File: config.mk
export PLATFORM = sky130hd
export DESIGN_NAME = next_permutation_engine_top_flat
export DESIGN_NICKNAME = d
export VERILOG_FILES = /design/src/npe_pkg.sv /design/src/npe_if.sv /design/src/npe_ram.sv /design/src/next_permutation_engine_top.sv /design/src/flat_wrapper.sv
export SDC_FILE = /design/constraint.sdc
export NUM_CORES = 1
export LEC_CHECK = 0
export BUFFER_PORTS_ARGS = -buffer_cell sky130_fd_sc_hd__clkbuf_2
export CAP_MARGIN = 20
export CORE_AREA = 8 8 321 323
export DETAILED_ROUTE_END_ITERATION = 8
export DIE_AREA = 0 0 329 331
export PLACE_DENSITY_LB_ADDON = 0.08
export SLEW_MARGIN = 20
export SYNTH_ARGS = -nofsm -noshare
export SYNTH_HDL_FRONTEND = slang
export SYNTH_SLANG_ARGS = --single-unit
File: constraint.sdc
create_clock -name clock -period 4.95 [get_ports clock]
set_input_delay 0.99 -clock clock [delete_from_list [all_inputs] [get_ports clock]]
set_output_delay 0.99 -clock clock [all_outputs]
set_load 0.01 [all_outputs]
File: src/npe_pkg.sv
// Shared constants, microcode program and helper functions of the next permutation engine.
package npe_pkg;

   // Default sizes of the list store.
   localparam int MAX_LEN_DEF    = 64;
   localparam int VALUE_BITS_DEF = 16;

   // Microcode field widths.
   localparam int PC_W   = 4;
   localparam int OP_W   = 4;
   localparam int COND_W = 4;

   // Program steps, which double as jump targets.
   localparam logic [PC_W-1:0] S_LOAD     = 4'd0;
   localparam logic [PC_W-1:0] S_P_INIT   = 4'd1;
   localparam logic [PC_W-1:0] S_P_PRIME  = 4'd2;
   localparam logic [PC_W-1:0] S_P_LOOP   = 4'd3;
   localparam logic [PC_W-1:0] S_WRAP     = 4'd4;
   localparam logic [PC_W-1:0] S_F_INIT   = 4'd5;
   localparam logic [PC_W-1:0] S_F_LOOP   = 4'd6;
   localparam logic [PC_W-1:0] S_SWAP_PIV = 4'd7;
   localparam logic [PC_W-1:0] S_SWAP_Q   = 4'd8;
   localparam logic [PC_W-1:0] S_R_TEST   = 4'd9;
   localparam logic [PC_W-1:0] S_R_RD_HI  = 4'd10;
   localparam logic [PC_W-1:0] S_R_WR_LO  = 4'd11;
   localparam logic [PC_W-1:0] S_R_WR_HI  = 4'd12;
   localparam logic [PC_W-1:0] S_E_INIT   = 4'd13;
   localparam logic [PC_W-1:0] S_EMIT     = 4'd14;
   localparam logic [PC_W-1:0] S_DONE     = 4'd15;

   // Datapath operations.
   localparam logic [OP_W-1:0] OP_LOAD     = 4'd0;
   localparam logic [OP_W-1:0] OP_P_INIT   = 4'd1;
   localparam logic [OP_W-1:0] OP_P_STEP   = 4'd2;
   localparam logic [OP_W-1:0] OP_P_LOOP   = 4'd3;
   localparam logic [OP_W-1:0] OP_WRAP     = 4'd4;
   localparam logic [OP_W-1:0] OP_F_INIT   = 4'd5;
   localparam logic [OP_W-1:0] OP_F_LOOP   = 4'd6;
   localparam logic [OP_W-1:0] OP_SWAP_PIV = 4'd7;
   localparam logic [OP_W-1:0] OP_SWAP_Q   = 4'd8;
   localparam logic [OP_W-1:0] OP_R_RD_LO  = 4'd9;
   localparam logic [OP_W-1:0] OP_R_RD_HI  = 4'd10;
   localparam logic [OP_W-1:0] OP_R_WR_LO  = 4'd11;
   localparam logic [OP_W-1:0] OP_R_WR_HI  = 4'd12;
   localparam logic [OP_W-1:0] OP_E_INIT   = 4'd13;
   localparam logic [OP_W-1:0] OP_EMIT     = 4'd14;
   localparam logic [OP_W-1:0] OP_CLEAR    = 4'd15;

   // Jump conditions.
   localparam logic [COND_W-1:0] C_NEVER     = 4'd0;
   localparam logic [COND_W-1:0] C_ALWAYS    = 4'd1;
   localparam logic [COND_W-1:0] C_LAST_XFER = 4'd2;
   localparam logic [COND_W-1:0] C_ONE       = 4'd3;
   localparam logic [COND_W-1:0] C_LT        = 4'd4;
   localparam logic [COND_W-1:0] C_SCAN_NZ   = 4'd5;
   localparam logic [COND_W-1:0] C_NOT_GT    = 4'd6;
   localparam logic [COND_W-1:0] C_LO_GE_HI  = 4'd7;
   localparam logic [COND_W-1:0] C_EMIT_HOLD = 4'd8;

   // One control word: an operation and two prioritized conditional jumps.
   typedef struct packed {
      logic [OP_W-1:0]   op;
      logic [COND_W-1:0] cond_a;
      logic [PC_W-1:0]   tgt_a;
      logic [COND_W-1:0] cond_b;
      logic [PC_W-1:0]   tgt_b;
   } ucode_type;

   // Status flags that the datapath reports to the sequencer.
   typedef struct packed {
      logic last_xfer;
      logic one;
      logic lt;
      logic scan_nz;
      logic not_gt;
      logic lo_ge_hi;
      logic emit_hold;
   } cond_flags_type;

   // The control program. With no jump taken the step counter advances by one.
   function automatic ucode_type ucode_rom(input logic [PC_W-1:0] pc);
      ucode_type w;
      unique case (pc)
         S_LOAD:     w = '{OP_LOAD,     C_LAST_XFER, S_P_INIT, C_ALWAYS,  S_LOAD};
         S_P_INIT:   w = '{OP_P_INIT,   C_ONE,       S_WRAP,   C_NEVER,   S_LOAD};
         S_P_PRIME:  w = '{OP_P_STEP,   C_NEVER,     S_LOAD,   C_NEVER,   S_LOAD};
         S_P_LOOP:   w = '{OP_P_LOOP,   C_LT,        S_F_INIT, C_SCAN_NZ, S_P_LOOP};
         S_WRAP:     w = '{OP_WRAP,     C_ALWAYS,    S_R_TEST, C_NEVER,   S_LOAD};
         S_F_INIT:   w = '{OP_F_INIT,   C_NEVER,     S_LOAD,   C_NEVER,   S_LOAD};
         S_F_LOOP:   w = '{OP_F_LOOP,   C_NOT_GT,    S_F_LOOP, C_NEVER,   S_LOAD};
         S_SWAP_PIV: w = '{OP_SWAP_PIV, C_NEVER,     S_LOAD,   C_NEVER,   S_LOAD};
         S_SWAP_Q:   w = '{OP_SWAP_Q,   C_NEVER,     S_LOAD,   C_NEVER,   S_LOAD};
         S_R_TEST:   w = '{OP_R_RD_LO,  C_LO_GE_HI,  S_E_INIT, C_NEVER,   S_LOAD};
         S_R_RD_HI:  w = '{OP_R_RD_HI,  C_NEVER,     S_LOAD,   C_NEVER,   S_LOAD};
         S_R_WR_LO:  w = '{OP_R_WR_LO,  C_NEVER,     S_LOAD,   C_NEVER,   S_LOAD};
         S_R_WR_HI:  w = '{OP_R_WR_HI,  C_ALWAYS,    S_R_TEST, C_NEVER,   S_LOAD};
         S_E_INIT:   w = '{OP_E_INIT,   C_NEVER,     S_LOAD,   C_NEVER,   S_LOAD};
         S_EMIT:     w = '{OP_EMIT,     C_EMIT_HOLD, S_EMIT,   C_NEVER,   S_LOAD};
         S_DONE:     w = '{OP_CLEAR,    C_ALWAYS,    S_LOAD,   C_NEVER,   S_LOAD};
         default:    w = '{OP_CLEAR,    C_ALWAYS,    S_LOAD,   C_NEVER,   S_LOAD};
      endcase
      return w;
   endfunction

   // Evaluates one jump condition against the datapath flags.
   function automatic logic cond_hit(input logic [COND_W-1:0] code,
                                     input cond_flags_type    flags);
      logic hit;
      unique case (code)
         C_NEVER:     hit = 1'b0;
         C_ALWAYS:    hit = 1'b1;
         C_LAST_XFER: hit = flags.last_xfer;
         C_ONE:       hit = flags.one;
         C_LT:        hit = flags.lt;
         C_SCAN_NZ:   hit = flags.scan_nz;
         C_NOT_GT:    hit = flags.not_gt;
         C_LO_GE_HI:  hit = flags.lo_ge_hi;
         C_EMIT_HOLD: hit = flags.emit_hold;
         default:     hit = 1'b0;
      endcase
      return hit;
   endfunction

endpackage

File: src/npe_if.sv
// Valid/ready channel interfaces for list elements in and permuted elements out.
interface npe_req_if #(
   parameter int VALUE_BITS = npe_pkg::VALUE_BITS_DEF
) ();
   logic                  valid;
   logic                  ready;
   logic [VALUE_BITS-1:0] value;
   logic                  is_last;

   modport source (output valid, output value, output is_last, input ready);
   modport sink   (input valid, input value, input is_last, output ready);
endinterface

interface npe_rsp_if #(
   parameter int VALUE_BITS = npe_pkg::VALUE_BITS_DEF
) ();
   logic                  valid;
   logic                  ready;
   logic [VALUE_BITS-1:0] value_res;
   logic                  is_last_res;
   logic                  wrapped;
   logic                  truncated;

   modport source (output valid, output value_res, output is_last_res,
                   output wrapped, output truncated, input ready);
   modport sink   (input valid, input value_res, input is_last_res,
                   input wrapped, input truncated, output ready);
endinterface

File: src/npe_ram.sv
// Element store: one write port and one registered read port.
module npe_ram #(
   parameter int DEPTH  = npe_pkg::MAX_LEN_DEF,
   parameter int WIDTH  = npe_pkg::VALUE_BITS_DEF,
   parameter int ADDR_W = $clog2(npe_pkg::MAX_LEN_DEF)
) (
   input  logic              clock,
   input  logic              wr_en,
   input  logic [ADDR_W-1:0] wr_addr,
   input  logic [WIDTH-1:0]  wr_data,
   input  logic              rd_en,
   input  logic [ADDR_W-1:0] rd_addr,
   output logic [WIDTH-1:0]  rd_data
);

   logic [WIDTH-1:0] mem [DEPTH];
   logic [WIDTH-1:0] rd_data_ff;

   // Write port.
   always_ff @(posedge clock) begin
      if (wr_en) begin
         mem[wr_addr] <= wr_data;
      end
   end

   // Read port; the data holds until the next read.
   always_ff @(posedge clock) begin
      if (rd_en) begin
         rd_data_ff <= mem[rd_addr];
      end
   end

   assign rd_data = rd_data_ff;

endmodule

File: src/next_permutation_engine_top.sv
// Top level: microcoded sequencer and datapath that permute a loaded list.
//
//   Channel    Direction  Payload                                     Transfer when
//   req_chan   in         value, is_last                              valid && ready
//   rsp_chan   out        value_res, is_last_res, wrapped, truncated  valid && ready
//
// Loading accepts one element per cycle; ready is high only while the sequencer loads.
// After the last element of a list the pivot scan runs, then either the successor
// scan and the swap or, with no pivot, the wrap set-up; the reversal and the emission
// follow. The reversal tests, reads the high element, writes the low one and writes
// the high one per swapped pair. The single read port serialises these steps.
// The output register lets the next list load while the final result still waits.
// Reset is synchronous and needs no clearing pass; a stalled result channel holds the
// emit step.
module next_permutation_engine_top #(
   parameter int MAX_LEN    = npe_pkg::MAX_LEN_DEF,
   parameter int VALUE_BITS = npe_pkg::VALUE_BITS_DEF
) (
   input logic        clock,
   input logic        reset,
   npe_req_if.sink    req_chan,
   npe_rsp_if.source  rsp_chan
);

   import npe_pkg::*;

   localparam int IDX_W = $clog2(MAX_LEN);
   localparam int CNT_W = $clog2(MAX_LEN + 1);

   // Sequencer and control registers.
   logic [PC_W-1:0]       pc_ff, pc_in;
   logic [CNT_W-1:0]      cnt_ff, cnt_in;
   logic                  ovf_ff, ovf_in;
   logic                  wrap_ff, wrap_in;
   logic                  rsp_valid_ff, rsp_valid_in;

   // Datapath registers.
   logic [IDX_W-1:0]      scan_ff, scan_in;
   logic [IDX_W-1:0]      pivot_ff, pivot_in;
   logic [IDX_W-1:0]      lo_ff, lo_in;
   logic [IDX_W-1:0]      hi_ff, hi_in;
   logic [VALUE_BITS-1:0] hold_ff, hold_in;
   logic [VALUE_BITS-1:0] pval_ff, pval_in;
   logic [VALUE_BITS-1:0] qval_ff, qval_in;
   logic [VALUE_BITS-1:0] rsp_value_ff, rsp_value_in;
   logic                  rsp_last_ff, rsp_last_in;
   logic                  rsp_wrap_ff, rsp_wrap_in;
   logic                  rsp_trunc_ff, rsp_trunc_in;

   // Store ports.
   logic                  wr_en;
   logic [IDX_W-1:0]      wr_addr;
   logic [VALUE_BITS-1:0] wr_data;
   logic                  rd_en;
   logic [IDX_W-1:0]      rd_addr;
   logic [VALUE_BITS-1:0] rd_data;

   ucode_type             uword;
   cond_flags_type        flags;
   logic [IDX_W-1:0]      n_m1;
   logic                  out_free;
   logic                  last_elem;

   npe_ram #(
      .DEPTH  (MAX_LEN),
      .WIDTH  (VALUE_BITS),
      .ADDR_W (IDX_W)
   ) u_ram (
      .clock   (clock),
      .wr_en   (wr_en),
      .wr_addr (wr_addr),
      .wr_data (wr_data),
      .rd_en   (rd_en),
      .rd_addr (rd_addr),
      .rd_data (rd_data)
   );

   // Control word fetch and status flags.
   assign uword     = ucode_rom(pc_ff);
   assign n_m1      = IDX_W'(cnt_ff - CNT_W'(1));
   assign out_free  = !rsp_valid_ff || rsp_chan.ready;
   assign last_elem = (scan_ff == n_m1);

   assign flags.last_xfer = req_chan.valid && req_chan.is_last;
   assign flags.one       = (cnt_ff == CNT_W'(1));
   assign flags.lt        = (rd_data < hold_ff);
   assign flags.scan_nz   = (scan_ff != '0);
   assign flags.not_gt    = !(rd_data > pval_ff);
   assign flags.lo_ge_hi  = (lo_ff >= hi_ff);
   assign flags.emit_hold = !out_free || !last_elem;

   // Next step: the first jump wins, otherwise fall through.
   always_comb begin
      if (cond_hit(uword.cond_a, flags)) begin
         pc_in = uword.tgt_a;
      end else if (cond_hit(uword.cond_b, flags)) begin
         pc_in = uword.tgt_b;
      end else begin
         pc_in = pc_ff + PC_W'(1);
      end
   end

   // Datapath decode of the current operation.
   always_comb begin
      cnt_in       = cnt_ff;
      ovf_in       = ovf_ff;
      wrap_in      = wrap_ff;
      scan_in      = scan_ff;
      pivot_in     = pivot_ff;
      lo_in        = lo_ff;
      hi_in        = hi_ff;
      hold_in      = hold_ff;
      pval_in      = pval_ff;
      qval_in      = qval_ff;
      rsp_valid_in = rsp_valid_ff && !rsp_chan.ready;
      rsp_value_in = rsp_value_ff;
      rsp_last_in  = rsp_last_ff;
      rsp_wrap_in  = rsp_wrap_ff;
      rsp_trunc_in = rsp_trunc_ff;
      wr_en        = 1'b0;
      wr_addr      = lo_ff;
      wr_data      = rd_data;
      rd_en        = 1'b0;
      rd_addr      = scan_ff;

      unique case (uword.op) inside
         OP_LOAD: begin
            // Store the element while room is left, else note the loss.
            if (req_chan.valid) begin
               if (cnt_ff < CNT_W'(MAX_LEN)) begin
                  wr_en   = 1'b1;
                  wr_addr = IDX_W'(cnt_ff);
                  wr_data = req_chan.value;
                  cnt_in  = cnt_ff + CNT_W'(1);
               end else begin
                  ovf_in = 1'b1;
               end
            end
         end
         OP_P_INIT, OP_F_INIT: begin
            rd_en   = 1'b1;
            rd_addr = n_m1;
            scan_in = n_m1;
         end
         OP_P_STEP: begin
            hold_in = rd_data;
            rd_en   = 1'b1;
            rd_addr = scan_ff - IDX_W'(1);
            scan_in = scan_ff - IDX_W'(1);
         end
         OP_P_LOOP: begin
            // Pivot is the first element from the right below its successor.
            if (flags.lt) begin
               pivot_in = scan_ff;
               pval_in  = rd_data;
            end else if (flags.scan_nz) begin
               hold_in = rd_data;
               rd_en   = 1'b1;
               rd_addr = scan_ff - IDX_W'(1);
               scan_in = scan_ff - IDX_W'(1);
            end
         end
         OP_WRAP: begin
            lo_in   = '0;
            hi_in   = n_m1;
            wrap_in = 1'b1;
         end
         OP_F_LOOP: begin
            // Rightmost element larger than the pivot.
            if (flags.not_gt) begin
               rd_en   = 1'b1;
               rd_addr = scan_ff - IDX_W'(1);
               scan_in = scan_ff - IDX_W'(1);
            end else begin
               qval_in = rd_data;
            end
         end
         OP_SWAP_PIV: begin
            wr_en   = 1'b1;
            wr_addr = pivot_ff;
            wr_data = qval_ff;
         end
         OP_SWAP_Q: begin
            wr_en   = 1'b1;
            wr_addr = scan_ff;
            wr_data = pval_ff;
            lo_in   = pivot_ff + IDX_W'(1);
            hi_in   = n_m1;
         end
         OP_R_RD_LO: begin
            rd_en   = 1'b1;
            rd_addr = lo_ff;
         end
         OP_R_RD_HI: begin
            hold_in = rd_data;
            rd_en   = 1'b1;
            rd_addr = hi_ff;
         end
         OP_R_WR_LO: begin
            wr_en   = 1'b1;
            wr_addr = lo_ff;
            wr_data = rd_data;
         end
         OP_R_WR_HI: begin
            wr_en   = 1'b1;
            wr_addr = hi_ff;
            wr_data = hold_ff;
            lo_in   = lo_ff + IDX_W'(1);
            hi_in   = hi_ff - IDX_W'(1);
         end
         OP_E_INIT: begin
            rd_en   = 1'b1;
            rd_addr = '0;
            scan_in = '0;
         end
         OP_EMIT: begin
            // Move one element to the output register when it is free.
            if (out_free) begin
               rsp_valid_in = 1'b1;
               rsp_value_in = rd_data;
               rsp_last_in  = last_elem;
               rsp_wrap_in  = wrap_ff;
               rsp_trunc_in = ovf_ff;
               if (!last_elem) begin
                  rd_en   = 1'b1;
                  rd_addr = scan_ff + IDX_W'(1);
                  scan_in = scan_ff + IDX_W'(1);
               end
            end
         end
         OP_CLEAR: begin
            cnt_in  = '0;
            ovf_in  = 1'b0;
            wrap_in = 1'b0;
         end
         default: begin
            cnt_in = cnt_ff;
         end
      endcase
   end

   // Control registers.
   always_ff @(posedge clock) begin
      if (reset) begin
         pc_ff        <= S_LOAD;
         cnt_ff       <= '0;
         ovf_ff       <= 1'b0;
         wrap_ff      <= 1'b0;
         rsp_valid_ff <= 1'b0;
      end else begin
         pc_ff        <= pc_in;
         cnt_ff       <= cnt_in;
         ovf_ff       <= ovf_in;
         wrap_ff      <= wrap_in;
         rsp_valid_ff <= rsp_valid_in;
      end
   end

   // Payload registers.
   always_ff @(posedge clock) begin
      scan_ff      <= scan_in;
      pivot_ff     <= pivot_in;
      lo_ff        <= lo_in;
      hi_ff        <= hi_in;
      hold_ff      <= hold_in;
      pval_ff      <= pval_in;
      qval_ff      <= qval_in;
      rsp_value_ff <= rsp_value_in;
      rsp_last_ff  <= rsp_last_in;
      rsp_wrap_ff  <= rsp_wrap_in;
      rsp_trunc_ff <= rsp_trunc_in;
   end

   // Channel outputs.
   assign req_chan.ready       = (pc_ff == S_LOAD);
   assign rsp_chan.valid       = rsp_valid_ff;
   assign rsp_chan.value_res   = rsp_value_ff;
   assign rsp_chan.is_last_res = rsp_last_ff;
   assign rsp_chan.wrapped     = rsp_wrap_ff;
   assign rsp_chan.truncated   = rsp_trunc_ff;

endmodule
File: src/flat_wrapper.sv
// flat-port wrapper written by rule: the top's interface ports become plain ports
module next_permutation_engine_top_flat import npe_pkg::*;
#(
   parameter int MAX_LEN    = npe_pkg::MAX_LEN_DEF,
   parameter int VALUE_BITS = npe_pkg::VALUE_BITS_DEF
)
  (clock, reset, req_chan_valid, req_chan_value, req_chan_is_last, req_chan_ready, rsp_chan_valid, rsp_chan_value_res, rsp_chan_is_last_res, rsp_chan_wrapped, rsp_chan_truncated, rsp_chan_ready);
  npe_req_if #(.VALUE_BITS(VALUE_BITS)) req_chan_i ();
  npe_rsp_if #(.VALUE_BITS(VALUE_BITS)) rsp_chan_i ();
  input logic clock;
  input logic reset;
  input wire logic [$bits(req_chan_i.valid)-1:0] req_chan_valid;
  input wire logic [$bits(req_chan_i.value)-1:0] req_chan_value;
  input wire logic [$bits(req_chan_i.is_last)-1:0] req_chan_is_last;
  output wire logic [$bits(req_chan_i.ready)-1:0] req_chan_ready;
  output wire logic [$bits(rsp_chan_i.valid)-1:0] rsp_chan_valid;
  output wire logic [$bits(rsp_chan_i.value_res)-1:0] rsp_chan_value_res;
  output wire logic [$bits(rsp_chan_i.is_last_res)-1:0] rsp_chan_is_last_res;
  output wire logic [$bits(rsp_chan_i.wrapped)-1:0] rsp_chan_wrapped;
  output wire logic [$bits(rsp_chan_i.truncated)-1:0] rsp_chan_truncated;
  input wire logic [$bits(rsp_chan_i.ready)-1:0] rsp_chan_ready;
  assign req_chan_i.valid = req_chan_valid;
  assign req_chan_i.value = req_chan_value;
  assign req_chan_i.is_last = req_chan_is_last;
  assign req_chan_ready = req_chan_i.ready;
  assign rsp_chan_valid = rsp_chan_i.valid;
  assign rsp_chan_value_res = rsp_chan_i.value_res;
  assign rsp_chan_is_last_res = rsp_chan_i.is_last_res;
  assign rsp_chan_wrapped = rsp_chan_i.wrapped;
  assign rsp_chan_truncated = rsp_chan_i.truncated;
  assign rsp_chan_i.ready = rsp_chan_ready;
  next_permutation_engine_top #(.MAX_LEN(MAX_LEN), .VALUE_BITS(VALUE_BITS)) u_core (.clock(clock), .reset(reset), .req_chan(req_chan_i), .rsp_chan(rsp_chan_i));
endmodule
==> flow_summary_export.csv <==
group,metric,value,unit
outcome,run_status,"finished, final reports clean",
worst_setup_path,critPathTopFamily,"compound AO/OA/AOI/OAI gates",
routing,routed-via-count,32700,
synth,synthesized_netlist_net_count,3791,
placement,postPlaceCellArea,52300,µm²
worst_setup_path,worst_path_most_repeated_cell,"sky130_fd_sc_hd__buf_4",
worst_setup_path,r2r_cells,16,
routing,remaining_number_of_nets_flagged_by_the_antenna_check_after_routing,0,
global_routing,antenna_found_initial,5,
clock_network,cts_tree,"yes",
synth,postSynth.topFlopCell,"sky130_fd_sc_hd__edfxtp_1",
worst_setup_path,r2r_end,"u_core.u_ram.rd_data[6]",
worst_setup_path,worstPathArrival,5.25,ns
worst_setup_path,cp.buffers_inverters,2,
synth,synth_enable_flop_cells,1131,
clock_network,sinks_on_the_clock_net,1159,
clock_network,clock_network_latency_to_the_later_pin_of_the_worst_skew_pair,0.73,ns
routing,drt_wl_total,148000,µm
power_and_ir_drop,total_power,43.9,mW
worst_setup_path,timing.critical_path.cells,"ha_1 > and2_1 > a221o_1 > a211o_1 > nor3_4 > o221a_4 > nand2_1 > a21oi_1 > o211ai_4 > buf_4 > and2_2 > buf_4 > a32oi_1 > o221ai_2 > a22oi_2 > o211ai_1",
routing,post_detailed_route_wirelength_per_cell,27.6,µm
clock_network,clkSlewWorstSetupHoldPaths,0.06,ns
synth,syn_inst,3720,
placement,place_congestion,0.929,
floorplanning,count_of_boundary_i_o_pins,42,
routing,drt-initial-drc-count,4163,
worst_setup_path,kind_of_end_point_of_the_critical_path,"register",
layout,post-route-cell-area,56500,µm²
placement,place.port_buffers,41,
hold_path,worst_hold_stages,0,
global_routing,grt_max_degree,68,
worst_setup_path,crit-reg2reg-launch,"u_core.u_ram.rd_data[10]",
sta,post_route_fraction_of_the_period_consumed_by_the_critical_path,98.4,%
worst_setup_path,slowest_delay,0.48,ns
sta,hold_slack,0.440,ns
hold_path,worstHoldStart,"u_core.ovf_ff",
layout,filler_cell_count_in_the_final_layout,7795,
clock_network,h-tree-depth,3,
hold_path,timing.hold.worst.class,"reg2reg",
layout,post_layout_nonfiller_instances,5358,
global_routing,grt_pass1_vias,31600,
sta,final.setup_skew,0.0430,ns
placement,place_inst,5140,
worst_setup_path,worst-setup-path-type,"reg2reg",
synth,netlist_top_cells_area,"sky130_fd_sc_hd__edfxtp_1, sky130_fd_sc_hd__nand2_1, sky130_fd_sc_hd__nand3_1, sky130_fd_sc_hd__and3_1, sky130_fd_sc_hd__ha_1",
worst_setup_path,required,5.33,ns
worst_setup_path,crit_path_max_fanout,10,
routing,firstDrtPassIters,6,
synth,synth_seq_cells,1159,
layout,commonest_non_fill_non_tap_cell_in_the_layout,"sky130_fd_sc_hd__edfxtp_1",
floorplanning,core,97700,µm²
power_and_ir_drop,power.leakage,20.2,nW
sta,least_margin_pin_slew,1.04,ns
floorplanning,rows,115,
layout,layout-area-overhead-vs-synth,16.7,%
floorplanning,overall_die_area,109000,µm²
synth,synth_warnings,0,
synth,yosysTopAreaCell,"sky130_fd_sc_hd__edfxtp_1",
sta,postLayoutSetupSlackWorst,0.0790,ns
clock_network,holdBufCountCts,0,
job,maxCapViolCount,0,
global_routing,grt_first_pass_wirelength,216000,µm
sta,slew-limit-headroom,30.4,%
layout,finalNetCount,4050,
hold_path,hold-path-endpoint,"u_core.rsp_chan.truncated",
global_routing,overflow,0,
synth,synth_top_area_share,70.1,%
sta,fmaxAchievable,205,MHz
clock_network,cts_buffers,119,
global_routing,track_usage,26.8,%
sta,post-route-min-period,4.87,ns
synth,area_of_the_mapped_netlist,48400,µm²
sta,finalHoldViolations,0,
sta,grt_setup_unrepaired,"true",
worst_setup_path,critical_path.slowest_cell,"sky130_fd_sc_hd__edfxtp_1",
synth,synth_async_reset_ratio,0,%
routing,drc_violation_count_after_routing,0,
sta,setup_violations,0,
power_and_ir_drop,power-per-cell-area,777,nW/µm²
worst_setup_path,critical_path.startpoint_type,"register",
placement,pre_cts_slack,-0.284,ns
clock_network,root_buffer,"sky130_fd_sc_hd__clkbuf_16",
power_and_ir_drop,peakVddDrop,0.636,mV
floorplanning,initial_standard_cell_utilization_of_the_core,49.6,%
sta,maxSlewViolCount,0,
synth,syn_area_per_cell,13.0,µm²
floorplanning,die_height,331,µm
layout,mostFrequentLayoutCells,"sky130_fd_sc_hd__edfxtp_1, sky130_fd_sc_hd__nand2_1, sky130_fd_sc_hd__buf_4",
floorplanning,die_w,329,µm
layout,fraction_of_layout_cells_with_a_size_suffix_above_1,15.4,%
worst_setup_path,r2r_slack,0.08,ns
clock_network,max-clock-path-buffers,3,
routing,routed_via_density,6.11,
synth,yosys.cell_types.count,82,
placement,dp.final_hpwl,97100,µm
synth,sequential_area_share_after_synthesis,71.3,%
[sequential cells by signal, summed over array words and instances (netlist names), 7 cells and up]
signal / count
u_core.rsp_chan.value_res: 16
u_core.qval_ff: 16
u_core.u_ram.mem: 1024
u_core.uword: 14
u_core.hold_ff: 16
u_core.pval_ff: 16
u_core.u_ram.rd_data: 16
u_core.cnt_ff: 7
[metrics by stage]
step           util (%)  TNS [ns]
6_report           57.9         0
5_1_grt            57.9   -0.0283
3_3_place_gp       53.5     -2.46
2_1_floorplan         -         0
4_1_cts            57.7  -0.00662
3_5_place_dp       53.5     -1.62
[worst max path at each step]
stage / start / end / slack (ns) / depth (start not counted)
2_1_floorplan: u_core.u_ram.rd_data[9] / u_core.u_ram.rd_data[10] / 0.73 / 16
3_3_place_gp: u_core.u_ram.rd_data[13] / u_core.u_ram.rd_data[7] / -0.39 / 15
3_5_place_dp: u_core.u_ram.rd_data[13] / u_core.u_ram.rd_data[7] / -0.28 / 15
4_1_cts: u_core.u_ram.rd_data[10] / u_core.u_ram.rd_data[4] / -0.007 / 16
5_1_grt: u_core.u_ram.rd_data[11] / u_core.u_ram.rd_data[4] / -0.03 / 18
6_report: u_core.u_ram.rd_data[10] / u_core.u_ram.rd_data[6] / 0.08 / 16
[per-layer routing]
layer | part of all wire (%) | track usage [%]
met1 | 41 | 36.6
met2 | 47 | 43.9
met5 | 0 | 0
met4 | 3.9 | 9.94
met3 | 7.9 | 3.95
[where the power goes]
| part | leakage (nW) | internal [mW] | switching (mW) |
|---|---|---|---|
| sequential | 10.4 | 12.9 | 0.221 |
| clock | 1.94 | 5.47 | 3.77 |
| combinational | 7.83 | 7.13 | 14.5 |
[worst reg2reg max path, cell delays in order, from the launching register on]
cell and delay, ns:
sky130_fd_sc_hd__edfxtp_1 0.48, sky130_fd_sc_hd__ha_1 0.34, sky130_fd_sc_hd__and2_1 0.15, sky130_fd_sc_hd__a221o_1 0.30, sky130_fd_sc_hd__a211o_1 0.33, sky130_fd_sc_hd__nor3_4 0.30
sky130_fd_sc_hd__o221a_4 0.31, sky130_fd_sc_hd__nand2_1 0.15, sky130_fd_sc_hd__a21oi_1 0.27, sky130_fd_sc_hd__o211ai_4 0.15, sky130_fd_sc_hd__buf_4 0.18, sky130_fd_sc_hd__and2_2 0.27
sky130_fd_sc_hd__buf_4 0.23, sky130_fd_sc_hd__a32oi_1 0.27, sky130_fd_sc_hd__o221ai_2 0.24, sky130_fd_sc_hd__a22oi_2 0.28, sky130_fd_sc_hd__o211ai_1 0.28
[repair_timing]
item,CTS,global route
pin swaps,5,8
gates resized for setup,17,22
endpoints found under the hold margin,0,0
setup buffers,1,4
endpoints found under the setup margin,11,16
[cell type report]
| cell class | count | area (µm²) | area share, % |
|---|---|---|---|
| inverters | 60 | 225 | 0.398 |
| clock buffers | 141 | 3080 | 5.45 |
| multi-input cells | 2266 | 12900 | 22.8 |
| repair buffers | 373 | 3280 | 5.80 |
| diodes | 1 | 2.50 | 0.00443 |
| flip-flops and latches | 1159 | 34500 | 61.1 |
| clock inverters | 71 | 933 | 1.65 |
| well taps | 1287 | 1610 | 2.85 |
[cells by family after synthesis]
group           count (synthesis)  synth area share [%]
compound gates                551                  8.33
xor+xnor                       24                 0.524
fa+ha+maj                      50                  1.29
buf+inv                       295                  2.80
flops                        1159                  71.3
mux                            67                  1.60
simple gates                 1574                  14.2
[cells in the mapped netlist (all sizes together), types with 42 or more instances]
library cell,instances
a221o,43
buf,147
a21oi,94
a311oi,71
nor2,138
a211oi,48
inv,59
ha,50
and3,125
a31oi,93
o21ai,42
clkbuf,88
mux2i,56
nor3,53
nand3,241
edfxtp,1131
nand2,931
Note: power is estimated with default switching activity, not from simulation.
